### src/rtl/assert_macros.svh
// Assertion helpers shared by the RTL modules.
// The clocked forms sample on the rising edge of clock.
`ifndef ASSERT_MACROS_SVH
`define ASSERT_MACROS_SVH
`ifndef ASSERT_OFF
`define ASSERT_CLK(label, prop, msg) \
   label: assert property (@(posedge clock) disable iff (reset) prop) else $error(msg);
`define ASSERT_ALWAYS(label, prop, msg) \
   label: assert property (@(posedge clock) prop) else $error(msg);
`else
`define ASSERT_CLK(label, prop, msg)
`define ASSERT_ALWAYS(label, prop, msg)
`endif
`endif

### src/rtl/vwir_pkg.sv
package vwir_pkg;

   localparam int MAX_VERTICES = 1024;
   localparam int COORD_BITS   = 16;
   localparam int ADDR_BITS    = $clog2(MAX_VERTICES);
   localparam int CNT_BITS     = $clog2(MAX_VERTICES + 1);
   localparam int INDEX_BITS   = 10;
   localparam int THRESH_BITS  = 36;
   localparam logic [THRESH_BITS-1:0] THRESH_RESET = 36'd67;
   localparam int ENTRY_BITS   = 3 * COORD_BITS + ADDR_BITS;
   localparam int SQ_BITS      = 2 * COORD_BITS;
   localparam int SUM_BITS     = SQ_BITS + 2;
   localparam int CMP_BITS     = (SUM_BITS > THRESH_BITS) ? SUM_BITS : THRESH_BITS;
   localparam int RANGE_BITS   = (CNT_BITS > INDEX_BITS) ? CNT_BITS : INDEX_BITS;

   typedef enum logic [1:0] {
      FUNC_ADD   = 2'd0,
      FUNC_REMAP = 2'd1,
      FUNC_CLEAR = 2'd2,
      FUNC_NONE  = 2'd3
   } func_type;

   typedef enum logic [1:0] {
      STATUS_OK         = 2'd0,
      STATUS_FULL       = 2'd1,
      STATUS_NOT_LOADED = 2'd2
   } status_type;

   typedef enum logic [2:0] {
      ST_IDLE,
      ST_DISPATCH,
      ST_SCAN,
      ST_WRITE,
      ST_DONE
   } state_type;

   typedef struct packed {
      logic accept;
      logic scan_start;
      logic scan_run;
      logic lookup;
      logic write_entry;
      logic finish;
   } cmd_type;

   typedef struct packed {
      func_type func;
      logic     table_full;
      logic     remap_lookup;
      logic     scan_done;
      logic     out_free;
   } sts_type;

endpackage

### src/rtl/vwir_ctrl.sv
`include "assert_macros.svh"

module vwir_ctrl
   import vwir_pkg::*;
(
   input  logic    clock,
   input  logic    reset,
   input  logic    req_valid,
   output logic    req_ready,
   input  sts_type sts,
   output cmd_type cmd
);

   state_type state_ff;
   state_type state_in;

   always_ff @(posedge clock) begin
      if (reset) begin
         state_ff <= ST_IDLE;
      end else begin
         state_ff <= state_in;
      end
   end

   always_comb begin
      state_in  = state_ff;
      cmd       = '0;
      req_ready = 1'b0;
      case (state_ff)
         ST_IDLE: begin
            req_ready  = 1'b1;
            cmd.accept = req_valid;
            if (req_valid) begin
               state_in = ST_DISPATCH;
            end
         end
         ST_DISPATCH: begin
            if (sts.func == FUNC_ADD && !sts.table_full) begin
               cmd.scan_start = 1'b1;
               state_in       = ST_SCAN;
            end else if (sts.remap_lookup) begin
               cmd.lookup = 1'b1;
               state_in   = ST_DONE;
            end else begin
               state_in = ST_DONE;
            end
         end
         ST_SCAN: begin
            cmd.scan_run = 1'b1;
            if (sts.scan_done) begin
               state_in = ST_WRITE;
            end
         end
         ST_WRITE: begin
            cmd.write_entry = 1'b1;
            state_in        = ST_DONE;
         end
         ST_DONE: begin
            if (sts.out_free) begin
               cmd.finish = 1'b1;
               state_in   = ST_IDLE;
            end
         end
         default: begin
            state_in = ST_IDLE;
         end
      endcase
   end

   `ASSERT_ALWAYS(a_reset_idle, reset |=> state_ff == ST_IDLE, "controller not idle after reset")
   `ASSERT_CLK(a_scan_add, state_ff == ST_SCAN |-> sts.func == FUNC_ADD && !sts.table_full, "scan without a storable add")
   `ASSERT_CLK(a_done_holds, state_ff == ST_DONE && !sts.out_free |=> state_ff == ST_DONE, "result left before slot free")

endmodule

### config.mk
export PLATFORM = sky130hd
export DESIGN_NAME = vwir_ctrl
export DESIGN_NICKNAME = d
export VERILOG_FILES = /design/src/rtl/vwir_pkg.sv /design/src/rtl/vwir_ctrl.sv
export VERILOG_INCLUDE_DIRS = /design/src /design/src/rtl
export SDC_FILE = /design/constraint.sdc
export NUM_CORES = 1
export LEC_CHECK = 0
export BUFFER_PORTS_ARGS = -buffer_cell sky130_fd_sc_hd__clkbuf_2
export CAP_MARGIN = 20
export CORE_AREA = 2 2 39 41
export CTS_CLUSTER_SIZE = 24
export DETAILED_ROUTE_END_ITERATION = 10
export DIE_AREA = 0 0 41 43
export SLEW_MARGIN = 15
export SYNTH_ARGS = -nofsm -noshare
export SYNTH_HDL_FRONTEND = slang
export SYNTH_SLANG_ARGS = --single-unit
### constraint.sdc
create_clock -name clock -period 4 [get_ports clock]
set_input_delay 0.4 -clock clock [delete_from_list [all_inputs] [get_ports clock]]
set_output_delay 0.4 -clock clock [all_outputs]
set_load 0.005 [all_outputs]
==> key figures <==
Min path
  – Hold Crit Class: input port to register

Floorplanning
  – Die area: ~0.0018 mm2
  – IO Pins: 16
  – Die W: roughly 41 um
  – Core area: 0.00138 mm2
  – Site Rows: 14
  – Starting density of the core: around a fifth
  – Die Ht: 43 um

Power
  – Internal: 0.0822 mW
  – Sequential power share: 32.5%
  – Clock Power Share: just under 50%
  – Net Sw Power: roughly 0.030 mW
  – Pleak: ~0.15 nW
  – Net Sw Frac: between 20% and 30%
  – PwrDens: around 330 mW/mm2
  – Combinational power share: between 15 and 20%
  – VDD IR max: between 0.09 and 0.1 mV

Logic synthesis
  – Syn avg cell area: roughly 9 um2
  – YS warnings: 0
  – Cell Area, Synth: 258 um2
  – Synthesis-stage register bit count: 3
  – Part of the Yosys area used for sequential elements: a little under a quarter
  – Synth area leader: dfxtp_1
  – Cells after synthesis: 29
  – Unique masters post-synth: 20
  – Synthesized Nets: 38
  – Synth top area share: between 20% and 30%
  – Top cells by area, synth: dfxtp_1 (23%), buf_12 (7.8%), nor4b_1 (6.8%)

STA
  – PnR worst setup slack: ~2200 ps
  – Slew Limit Fails: 0
  – Tcrit/Tclk final: roughly 45%
  – Normalized max-slew margin: between 70 and 80%
  – Fmax: around 560 MHz
  – RSZ-0062 raised after global routing: false
  – Setup TNS: 0 ps
  – Hold Violations, Final: 0
  – # setup viols final: 0
  – Tmin final: roughly 1800 ps
  – Slew @ Worst Pin: approximately 310 ps
  – Clock Skews: 0.476 ps

Placed design
  – HPWL Detailed: 451 um
  – Area after DPL: 318 um2
  – Placed Instances: between 50 and 60
  – Placement Setup Slack: approximately 2400 ps
  – IO buf count: 15
  – Final Wtd Congestion: a little over 0.7

Layout
  – Number of flip-flops in the largest register: 3
  – Cell area after layout: 344 um2
  – Fraction of layout cells with a size suffix above 1: between 50% and 60%
  – Most common library cell in the layout ignoring fill and taps: clkbuf_2
  – Most frequent cells in the layout: clkbuf_2 (15), inv_1 (3), nor3_1 (3), clkbuf_4 (3), dfxtp_1 (3)
  – Top Registers: state_ff x3
  – Biggest register: state_ff
  – Final Non-Filler Cells: 61
  – P&R area growth vs syn: 33.5%
  – Final nets: 55
  – Ant. Diodes: 0

Global route
  – Vias in the first global route: approximately 240
  – Largest net degree at the start of global routing: 9
  – First-pass GRT wire length: ~960 um
  – Initial antenna violation count: 0
  – Overflow after GRT: 0
  – Total track usage: a little over 8%

Clock network
  – Worst-case clock buffer depth: 2
  – Hold_buf cts: 0
  – Root Driver: clkbuf_4
  – CTS tree: done
  – Depth of the CTS H-tree: 1
  – CTS Buf Count: 3
  – Worst-Skew Late Latency: between 200 and 250 ps
  – Postcts setup bufs: 0
  – CTS Sinks: 3
  – CTS resizes: 0
  – Reg clk slew, reported paths: ~40 ps

Setup path
  – Critical path peak fanout: 8
  – Worst path max stage delay: approximately 560 ps
  – CP endpoint kind: output pin
  – Arr. time, crit path: about 1400 ps
  – Critical Path Slowest Stage Cell: or4_4
  – WP data required: approximately 3600 ps
  – Setup crit start kind: register
  – Critical path class: register to output pin
  – Critical path cell sequence: or4_4, nor2_1, clkbuf_2

Routing
  – DRC errors left: 0
  – Routed WL: 590 um
  – DRT Pass-1 Iters: 2
  – Iteration-0 DRC count of the detailed router: 1
  – Routed length per placed instance: around 9.7 um
  – Avg Vias per Cell: 4.31
  – Via count: ~260
  – Antenna viol nets, final: 0

Job
  – Max Cap Viol: 0

Run status
  – Status: completed
[cells in the mapped netlist (all sizes together)]
| cell type | n |
|---|---|
| nor3 | 4 |
| or4 | 1 |
| nor4b | 2 |
| a21oi | 2 |
| mux2i | 1 |
| and2 | 1 |
| or2b | 1 |
| buf | 2 |
| o221a | 1 |
| nand2b | 1 |
| nor4 | 1 |
| nor2 | 2 |
| clkbuf | 1 |
| o22ai | 1 |
| dfxtp | 3 |
| mux2 | 2 |
| inv | 3 |
[metrics by stage]
step                total power, mW  utilization [%]  hold slack, ps
floorplan                    0.0522                -             470
global placement             0.0585             23.0             587
detailed placement           0.0588             23.0             582
CTS                           0.115             24.9             368
global route                  0.118             24.9             386
finish                        0.113             24.9             377
[kinds of logic after synthesis]
kind of cell | Yosys count | share of synthesized area, %
and+or+nand+nor | 13 | 34.0
DFF | 3 | 23.3
muxes | 3 | 14.1
buffers and inverters | 6 | 18.0
AOI/OAI and AO/OA | 4 | 10.7
[power groups by stage]
stage	Combinational, mW	Clock [mW]	Sequential (mW)
finish	0.0217	0.0543	0.0365
global route	0.0240	0.0572	0.0373
CTS	0.0220	0.0566	0.0365
detailed placement	0.0219	0	0.0370
global placement	0.0215	0	0.0370
floorplan	0.0189	0	0.0333
[layout make-up]
| type | instances | area, um2 |
|---|---|---|
| Clock buffer | 4 | 26.3 |
| Timing Repair Buffer | 15 | 75.1 |
| Tap cell | 16 | 20.0 |
| Inverter | 3 | 11.3 |
| Fill cell | 158 | 1040 |
| Multi-Input combinational cell | 20 | 151 |
| Sequential cell | 3 | 60.1 |
[per-layer routing]
metal / wire [um] / part of all wire [%] / global-route usage (%)
met5: 0 / 0 / 0
met4: 0 / 0 / 6.00
met3: 41 / 6.9 / 3.14
met2: 316 / 54 / 11.6
met1: 232 / 39 / 9.62
[critical path, delay by kind of cell (launching register included)]
kind | cells | cell delay, ps
simple gates | 2 | 650
flops | 1 | 380
buf+inv | 1 | 120
[worst paths after layout]
| path | cells past startpoint | slack, ps | start | endpoint |
|---|---|---|---|---|
| min | 2 | 380 | reset | state_ff[1]$_SDFFE_PP0P_ |
| max | 3 | 2210 | state_ff[1]$_SDFFE_PP0P_ | cmd[4] |
| min reg2reg | 1 | 590 | state_ff[2]$_SDFFE_PP0P_ | state_ff[1]$_SDFFE_PP0P_ |
| max reg2reg | 3 | 2620 | state_ff[1]$_SDFFE_PP0P_ | state_ff[1]$_SDFFE_PP0P_ |
Power figures use the tool's default switching activity.
